[src/design/tbpd_pkg.sv]
// Shared types and constants for the text/binary packet deframer.
// Used by the front classifier, the command queue and the result expander.
package tbpd_pkg;

  localparam logic [7:0] MARKER_RESET = 8'h24;
  localparam logic [7:0] CH_CR        = 8'h0D;
  localparam logic [7:0] CH_LF        = 8'h0A;

  localparam logic KIND_TEXT   = 1'b0;
  localparam logic KIND_BINARY = 1'b1;

  // One command covers everything that a single input byte releases: up to three
  // held terminator bytes, followed by at most one main result.
  typedef struct packed {
    logic       kind;
    logic [1:0] pre_count;
    logic       main_valid;
    logic       main_has_byte;
    logic [7:0] main_byte;
    logic       main_end;
  } cmd_t;

  typedef struct packed {
    logic       packet_kind;
    logic       has_byte;
    logic [7:0] byte_out;
    logic       packet_end;
    logic       run_end;
  } result_t;

endpackage

[src/design/tbpd_front.sv]
// Front classifier of the deframer: tracks the packet mode, the length header
// and the terminator match, and turns each input byte into one command.
// Depends on tbpd_pkg.
module tbpd_front (
  input  logic          clk,
  input  logic          rst,
  input  logic          accept,
  input  logic [7:0]    byte_in,
  input  logic          cfg_write,
  input  logic [7:0]    cfg_data,
  output logic          cmd_valid,
  output tbpd_pkg::cmd_t cmd
);
  import tbpd_pkg::*;

  localparam logic [1:0] MODE_IDLE = 2'd0;
  localparam logic [1:0] MODE_TEXT = 2'd1;
  localparam logic [1:0] MODE_HEAD = 2'd2;
  localparam logic [1:0] MODE_DATA = 2'd3;

  logic [7:0]  binary_marker;
  logic [1:0]  mode;
  logic [1:0]  mode_next;
  logic [1:0]  terminator_matched;
  logic [1:0]  terminator_matched_next;
  logic [1:0]  header_count;
  logic [1:0]  header_count_next;
  logic [31:0] bytes_remaining;
  logic [31:0] bytes_remaining_next;
  logic [31:0] length_assembled;
  logic [31:0] length_decremented;
  logic [1:0]  text_matched;
  logic        text_go;
  logic [7:0]  want;

  assign length_assembled   = bytes_remaining | ({24'd0, byte_in} << {header_count, 3'b000});
  assign length_decremented = bytes_remaining - 32'd1;

  always_comb begin
    mode_next               = mode;
    terminator_matched_next = terminator_matched;
    header_count_next       = header_count;
    bytes_remaining_next    = bytes_remaining;
    cmd                     = '0;
    text_matched            = terminator_matched;
    text_go                 = 1'b0;
    want                    = CH_CR;
    if (accept) begin
      unique case (mode)
        MODE_IDLE: begin
          if (byte_in == binary_marker) begin
            mode_next            = MODE_HEAD;
            header_count_next    = 2'd0;
            bytes_remaining_next = 32'd0;
          end else begin
            mode_next    = MODE_TEXT;
            text_matched = 2'd0;
            text_go      = 1'b1;
          end
        end
        MODE_TEXT: begin
          text_go = 1'b1;
        end
        MODE_HEAD: begin
          bytes_remaining_next = length_assembled;
          header_count_next    = header_count + 2'd1;
          if (header_count == 2'd3) begin
            header_count_next = 2'd0;
            if (length_assembled == 32'd0) begin
              cmd.kind       = KIND_BINARY;
              cmd.main_valid = 1'b1;
              cmd.main_end   = 1'b1;
              mode_next      = MODE_IDLE;
            end else begin
              mode_next = MODE_DATA;
            end
          end
        end
        MODE_DATA: begin
          bytes_remaining_next = length_decremented;
          cmd.kind             = KIND_BINARY;
          cmd.main_valid       = 1'b1;
          cmd.main_has_byte    = 1'b1;
          cmd.main_byte        = byte_in;
          cmd.main_end         = (length_decremented == 32'd0);
          if (length_decremented == 32'd0) begin
            mode_next = MODE_IDLE;
          end
        end
        default: begin
          mode_next = MODE_IDLE;
        end
      endcase
    end
    if (text_go) begin
      want = text_matched[0] ? CH_LF : CH_CR;
      cmd.kind = KIND_TEXT;
      if (byte_in == want) begin
        if (text_matched == 2'd3) begin
          cmd.main_valid          = 1'b1;
          cmd.main_end            = 1'b1;
          terminator_matched_next = 2'd0;
          mode_next               = MODE_IDLE;
        end else begin
          terminator_matched_next = text_matched + 2'd1;
        end
      end else begin
        cmd.pre_count = text_matched;
        if (byte_in == CH_CR) begin
          terminator_matched_next = 2'd1;
        end else begin
          cmd.main_valid          = 1'b1;
          cmd.main_has_byte       = 1'b1;
          cmd.main_byte           = byte_in;
          terminator_matched_next = 2'd0;
        end
      end
    end
    cmd_valid = (cmd.pre_count != 2'd0) || cmd.main_valid;
  end

  always_ff @(posedge clk) begin
    if (rst) begin
      binary_marker      <= MARKER_RESET;
      mode               <= MODE_IDLE;
      terminator_matched <= 2'd0;
      header_count       <= 2'd0;
      bytes_remaining    <= 32'd0;
    end else begin
      if (cfg_write) begin
        binary_marker <= cfg_data;
      end
      mode               <= mode_next;
      terminator_matched <= terminator_matched_next;
      header_count       <= header_count_next;
      bytes_remaining    <= bytes_remaining_next;
    end
  end

endmodule

[src/design/tbpd_cmd_fifo.sv]
// Short command queue between the front classifier and the result expander.
// Register array with wrap-around pointers and an occupancy count.
// Depends on tbpd_pkg.
module tbpd_cmd_fifo #(
  parameter int DEPTH = 4
) (
  input  logic           clk,
  input  logic           rst,
  input  logic           wr_en,
  input  tbpd_pkg::cmd_t wr_data,
  input  logic           rd_en,
  output tbpd_pkg::cmd_t rd_data,
  output logic           full,
  output logic           not_empty
);
  import tbpd_pkg::*;

  localparam int AW = (DEPTH > 1) ? $clog2(DEPTH) : 1;
  localparam int CW = $clog2(DEPTH + 1);

  cmd_t          mem [DEPTH];
  logic [AW-1:0] wr_ptr;
  logic [AW-1:0] rd_ptr;
  logic [CW-1:0] count;

  assign full      = (count == CW'(DEPTH));
  assign not_empty = (count != '0);
  assign rd_data   = mem[rd_ptr];

  always_ff @(posedge clk) begin
    if (wr_en) begin
      mem[wr_ptr] <= wr_data;
    end
  end

  always_ff @(posedge clk) begin
    if (rst) begin
      wr_ptr <= '0;
      rd_ptr <= '0;
      count  <= '0;
    end else begin
      if (wr_en) begin
        wr_ptr <= (wr_ptr == AW'(DEPTH - 1)) ? '0 : wr_ptr + AW'(1);
      end
      if (rd_en) begin
        rd_ptr <= (rd_ptr == AW'(DEPTH - 1)) ? '0 : rd_ptr + AW'(1);
      end
      if (wr_en && !rd_en) begin
        count <= count + CW'(1);
      end else if (rd_en && !wr_en) begin
        count <= count - CW'(1);
      end
    end
  end

endmodule

[src/design/tbpd_back.sv]
// Result expander of the deframer: steps through the queued command one result
// per cycle while the output is empty or popped, and loads the output register. Depends on tbpd_pkg.
module tbpd_back (
  input  logic              clk,
  input  logic              rst,
  input  logic              cmd_ready,
  input  tbpd_pkg::cmd_t    cmd,
  output logic              cmd_pop,
  input  logic              pop,
  output logic              empty,
  output tbpd_pkg::result_t result
);
  import tbpd_pkg::*;

  logic       out_valid;
  logic [1:0] idx;
  logic [2:0] total;
  logic       last;
  logic       load;
  result_t    cur;

  assign total = {1'b0, cmd.pre_count} + {2'b00, cmd.main_valid};
  assign last  = ({1'b0, idx} == total - 3'd1);
  assign load  = cmd_ready && (!out_valid || pop);
  assign cmd_pop = load && last;
  assign empty   = !out_valid;

  always_comb begin
    if (idx < cmd.pre_count) begin
      cur.packet_kind = KIND_TEXT;
      cur.has_byte    = 1'b1;
      cur.byte_out    = idx[0] ? CH_LF : CH_CR;
      cur.packet_end  = 1'b0;
    end else begin
      cur.packet_kind = cmd.kind;
      cur.has_byte    = cmd.main_has_byte;
      cur.byte_out    = cmd.main_has_byte ? cmd.main_byte : 8'd0;
      cur.packet_end  = cmd.main_end;
    end
    cur.run_end = last;
  end

  always_ff @(posedge clk) begin
    if (load) begin
      result <= cur;
    end
  end

  always_ff @(posedge clk) begin
    if (rst) begin
      out_valid <= 1'b0;
      idx       <= 2'd0;
    end else begin
      if (load) begin
        out_valid <= 1'b1;
        idx       <= last ? 2'd0 : idx + 2'd1;
      end else if (pop) begin
        out_valid <= 1'b0;
      end
    end
  end

endmodule

[src/design/text_binary_packet_deframer_unit.sv]
// Text/binary packet deframer, top level. A byte's command is queued, then the
// expander loads its results into the output register. Input rate: one byte per
// cycle while the command queue has room; output rate: one result per cycle from
// the expander while results are popped, so a byte that releases k results gives
// them in turn. Synchronous active-high reset empties the queue and output, returns
// to idle and restores the binary marker to 0x24. Depends on tbpd_pkg and submodules.
module text_binary_packet_deframer_unit #(
  parameter int QUEUE_DEPTH = 4
) (
  input  logic       clk,
  input  logic       rst,
  input  logic       push,
  output logic       full,
  input  logic [7:0] byte_in,
  input  logic       cfg_write,
  input  logic [7:0] cfg_data,
  output logic       empty,
  input  logic       pop,
  output logic       packet_kind,
  output logic       has_byte,
  output logic [7:0] byte_out,
  output logic       packet_end,
  output logic       run_end
);
  import tbpd_pkg::*;

  logic    accept;
  logic    cmd_valid;
  cmd_t    front_cmd;
  cmd_t    head_cmd;
  logic    head_valid;
  logic    head_pop;
  result_t result;

  assign accept = push && !full;

  tbpd_front u_front (
    .clk       (clk),
    .rst       (rst),
    .accept    (accept),
    .byte_in   (byte_in),
    .cfg_write (cfg_write),
    .cfg_data  (cfg_data),
    .cmd_valid (cmd_valid),
    .cmd       (front_cmd)
  );

  tbpd_cmd_fifo #(
    .DEPTH (QUEUE_DEPTH)
  ) u_fifo (
    .clk       (clk),
    .rst       (rst),
    .wr_en     (cmd_valid),
    .wr_data   (front_cmd),
    .rd_en     (head_pop),
    .rd_data   (head_cmd),
    .full      (full),
    .not_empty (head_valid)
  );

  tbpd_back u_back (
    .clk       (clk),
    .rst       (rst),
    .cmd_ready (head_valid),
    .cmd       (head_cmd),
    .cmd_pop   (head_pop),
    .pop       (pop),
    .empty     (empty),
    .result    (result)
  );

  assign packet_kind = result.packet_kind;
  assign has_byte    = result.has_byte;
  assign byte_out    = result.byte_out;
  assign packet_end  = result.packet_end;
  assign run_end     = result.run_end;

endmodule

[config.mk]
export PLATFORM = sky130hd
export DESIGN_NAME = text_binary_packet_deframer_unit
export DESIGN_NICKNAME = d
export VERILOG_FILES = /design/src/design/tbpd_pkg.sv /design/src/design/tbpd_front.sv /design/src/design/tbpd_cmd_fifo.sv /design/src/design/tbpd_back.sv /design/src/design/text_binary_packet_deframer_unit.sv
export SDC_FILE = /design/constraint.sdc
export NUM_CORES = 1
export LEC_CHECK = 0
export BUFFER_PORTS_ARGS = -buffer_cell sky130_fd_sc_hd__buf_2
export CAP_MARGIN = 30
export CELL_PAD_IN_SITES_DETAIL_PLACEMENT = 2
export CELL_PAD_IN_SITES_GLOBAL_PLACEMENT = 2
export CORE_ASPECT_RATIO = 1.25
export CORE_UTILIZATION = 43
export CTS_CLUSTER_DIAMETER = 30
export DETAILED_ROUTE_END_ITERATION = 6
export GPL_TIMING_DRIVEN = 0
export PLACE_DENSITY_LB_ADDON = 0.05
export SLEW_MARGIN = 20
export SYNTH_ARGS = -nofsm -noshare
export SYNTH_HDL_FRONTEND = slang
export SYNTH_SLANG_ARGS = --single-unit
export TNS_END_PERCENT = 10
[constraint.sdc]
create_clock -name clk -period 6.8 [get_ports clk]
set_clock_uncertainty 0.1 [all_clocks]
set_input_delay 1.36 -clock clk [delete_from_list [all_inputs] [get_ports clk]]
set_output_delay 1.36 -clock clk [all_outputs]
set_load 0.01 [all_outputs]
==> results.md <==
- Cell Rows: 50
- FF-to-FF path depth: 13
- Setup violators final: 0
- RSZ-0062 raised after global routing: false
- Hold_buf cts: 0
- Fin Setup TNS: 0 ns
- CP Data Arrival Time: 5.68 ns
- Largest net degree at the start of global routing: 17
- Post-synthesis instance area: 6700 um^2
- Pint: 1680 uW
- Kind of critical path: in -> reg
- Reg power frac: between 30% and 40%
- Most common flop cell mapped by yosys: edfxtp_1
- Initial drt markers: 457
- Die height: 142 um
- Max_cap viols: 0
- Rel. slew slack: between 30% and 40%
- Worst EP required: 7.06 ns
- Yosys reg bits: 126
- Area of the multi-input gates: 3250 um^2
- Setup crit start: byte_in[2]
- Synth warn: 0
- Sw power: 822 uW
- 1st-pass router iterations: 4
- Final Max Slew Viols: 0
- Peak Freq: 0.184 GHz
- WL final: 27700 um
- Hold/Removal Path Class: reg -> reg
- # nets final: 759
- Gate Count Post-Synth: 676
- Leakage: 0.00291 uW
- Vias: 6124
- Root Buffer: clkbuf_16
- Critical Path Start Type: input pin
- Tmin final: roughly 5.4 ns
- Fin util: 51.1%
- Initial core utilization: between 40% and 50%
- Filler cells: around 1.6k
- Via density: 6.48
- Syn_area_per_cell: 9.91 um^2
- CTS tree: done
- Share of cells above drive strength 1: 14.8%
- RR Startpoint: u_front.bytes_remaining[18]
- Total CTS buffers: 17
- Worst-Margin Slew: 1.03 ns
- Area growth syn-to-layout: 15.0%
- Post-CTS Setup Inserts: 0
- CP max FO: 10
- CTS H-tree depth: 4
- Hpwl dp: 18100 um
- GRT overflow: 0
- Port Buf Inserts: 28
- Endpoints failing hold: 0
- Worst setup EP type: flip-flop
- Setup slack, reg-to-reg: between 2 and 2.5 ns
- CTS clk-pin slew, worst paths: 0.07 ns
- Vias in the first global route: 6779
- Status: completed
- Post-Syn Nets: a little over 700
- Die area: 16100 um^2
- Longest Clk Path Bufs: 2
- EDFF count, synth: 68
- Clock Power Share: 37.7%
- RePlAce Congestion: 0.897
- Register area: 3200 um^2
- Die Span X: 114 um
- Worst R2R End: u_fifo.count[2]
- Number of routed nets with antenna violations: 0
- DRC viols: 0
- First-pass GRT wire length: 41600 um
- Ratio of total power to cell area: 324 nW/um^2
- Cell variety after synth: about 70
- Sequential share of the synthesized area: 47.8%
- Critical Path End: u_fifo.count[2]
- Total clock sinks: 126
- I/O pin total: 35
- Hold_ws: between 0.4 and 0.5 ns
- N_diodes: 0
- Initial antenna violation count: 0
- Core area: 15100 um^2
- Post_cts resized: 0
- Sw Share: around a third
- Routed len/inst: about 29 um
- Worst skew pair latency: 0.44 ns
- Final Cycle Share: about four fifths
- Worst vdd rail ir drop: approximately 0.12 mV
- Combinational Power Share: 22.6%
- GRT Overall Usage: 36.0%
- Fraction of registers with async set/reset: 0%
per-layer routing:
layer  vias to the layer above  wire length [um]  share of wire (%)  track usage, %
li1                       2629                 -                  -               -
met1                      3140             10200                 37            36.1
met2                       232             14400                 52            66.5
met3                       123              1070                3.9            6.41
met4                         0              2040                7.4            26.0
met5                         -                 0                  0               0
worst min path at each step:
stage,start,to,slack [ns],cells past startpoint
2_1_floorplan,u_back.out_valid,u_back.out_valid,0.35,2
3_3_place_gp,u_back.out_valid,u_back.out_valid,0.35,2
3_5_place_dp,u_back.out_valid,u_back.out_valid,0.39,2
4_1_cts,u_front.binary_marker[7],u_front.binary_marker[7],0.42,2
5_1_grt,u_front.binary_marker[7],u_front.binary_marker[7],0.44,2
6_report,u_front.binary_marker[7],u_front.binary_marker[7],0.43,2
cell type report:
class                      count  share of cell area [%]
multi-input combinational    487                    42.2
sequential                   126                    41.6
clock buffer                  18                    5.57
tap                          208                    3.38
buffer                        44                    2.35
clock inverter                14                    2.03
timing repair buffer          29                    1.96
inverter                      19                   0.925
power by group through the flow:
stage | Clock [uW] | Sequential [uW] | Combinational [uW]
final | 942 | 992 | 565
after floorplan | 0 | 1000 | 317
after detailed placement | 0 | 997 | 525
after CTS | 945 | 993 | 562
after global routing | 968 | 999 | 602
after global placement | 0 | 982 | 475
cells by family after synthesis:
kind of cell	Yosys count	share of synthesized area, %
xor gates and xnor gates	17	2.22
DFF	126	47.8
buffers and inverters	63	3.77
adders and majority gates	14	2.73
muxes	28	6.84
and+or+nand+nor	256	20.3
AOI/OAI and AO/OA	172	16.3
cell usage in the layout, fill, tap and decap left out, drive strengths merged, types with 4 or more instances in the layout:
cell / netlist / layout
mux2i: 12 / 12
clkbuf: 33 / 51
o22ai: 5 / 5
nand2: 47 / 47
dfxtp: 58 / 58
xnor2: 11 / 11
and2: 15 / 15
nand2b: 5 / 5
a211oi: 7 / 7
a21oi: 67 / 67
o21ai: 31 / 31
ha: 13 / 13
nor4: 16 / 16
nand4: 7 / 7
or2: 5 / 5
a21o: 18 / 18
nand3: 18 / 18
xor2: 6 / 6
or4: 5 / 5
or3: 9 / 9
buf: 11 / 40
o31ai: 4 / 4
nor3: 31 / 31
and3: 8 / 8
inv: 19 / 25
a22oi: 9 / 9
o21a: 4 / 4
nand3b: 4 / 4
edfxtp: 68 / 68
clkinv: 0 / 4
nor2b: 9 / 9
a31oi: 5 / 5
mux4: 14 / 14
nor2: 66 / 66
registers in the layout, indices dropped and copies added (netlist names), 2 cells and up, named ones only:
| name | count |
|---|---|
| u_fifo.mem | 56 |
| u_front.bytes_remaining | 32 |
| u_back.result | 12 |
| u_front.binary_marker | 8 |
| u_fifo.count | 3 |
| u_back.idx | 2 |
| u_fifo.rd_ptr | 2 |
| u_fifo.wr_ptr | 2 |
| u_front.header_count | 2 |
| u_front.mode | 2 |
| u_front.terminator_matched | 2 |
critical path, cell delays in order:
cell,delay [ns]
buf_2,0.09
clkbuf_1,0.58
xnor2_1,0.20
nand4_1,0.29
o211ai_2,0.37
nand4_1,0.26
and3_1,0.33
a221oi_2,0.87
inv_1,0.17
ha_1,0.30
inv_1,0.09
fa_1,0.18
xor2_1,0.10
or3_1,0.32
a21oi_1,0.17
through the flow:
stage / instance area [um^2] / setup slack, ns / total power [uW] / std cells
finish: 7710 / 1.37 / 2500 / 945
global route: 7710 / 1.36 / 2570 / 945
CTS: 7690 / 1.50 / 2500 / 944
detailed placement: 7110 / 1.31 / 1520 / 912
global placement: 7100 / 1.60 / 1460 / 912
floorplan: 6700 / 2.48 / 1320 / 676
cell usage after synthesis, drive strengths merged (3+ instances only):
| cell type | n | share of area (%) |
|---|---|---|
| a211oi | 7 | 0.86 |
| a21o | 18 | 2.0 |
| a21oi | 67 | 5.0 |
| a221oi | 3 | 0.49 |
| a22oi | 9 | 1.0 |
| a31oi | 5 | 0.47 |
| and2 | 15 | 1.4 |
| and3 | 8 | 0.75 |
| buf | 11 | 0.86 |
| clkbuf | 33 | 1.8 |
| dfxtp | 58 | 17 |
| edfxtp | 68 | 30 |
| ha | 13 | 2.4 |
| inv | 19 | 1.1 |
| mux2i | 12 | 1.8 |
| mux4 | 14 | 4.7 |
| nand2 | 47 | 2.6 |
| nand2b | 5 | 0.47 |
| nand3 | 18 | 1.3 |
| nand3b | 4 | 0.45 |
| nand4 | 7 | 0.65 |
| nor2 | 66 | 3.7 |
| nor2b | 9 | 0.84 |
| nor3 | 31 | 2.5 |
| nor4 | 16 | 2.0 |
| nor4b | 3 | 0.49 |
| o21a | 4 | 0.47 |
| o21ai | 31 | 2.3 |
| o22ai | 5 | 0.47 |
| o31a | 3 | 0.39 |
| o31ai | 4 | 0.60 |
| o32ai | 3 | 0.50 |
| or2 | 5 | 0.47 |
| or3 | 9 | 0.92 |
| or4 | 5 | 0.62 |
| xnor2 | 11 | 1.4 |
| xor2 | 6 | 0.78 |
Note: power is estimated with default switching activity, not from simulation.
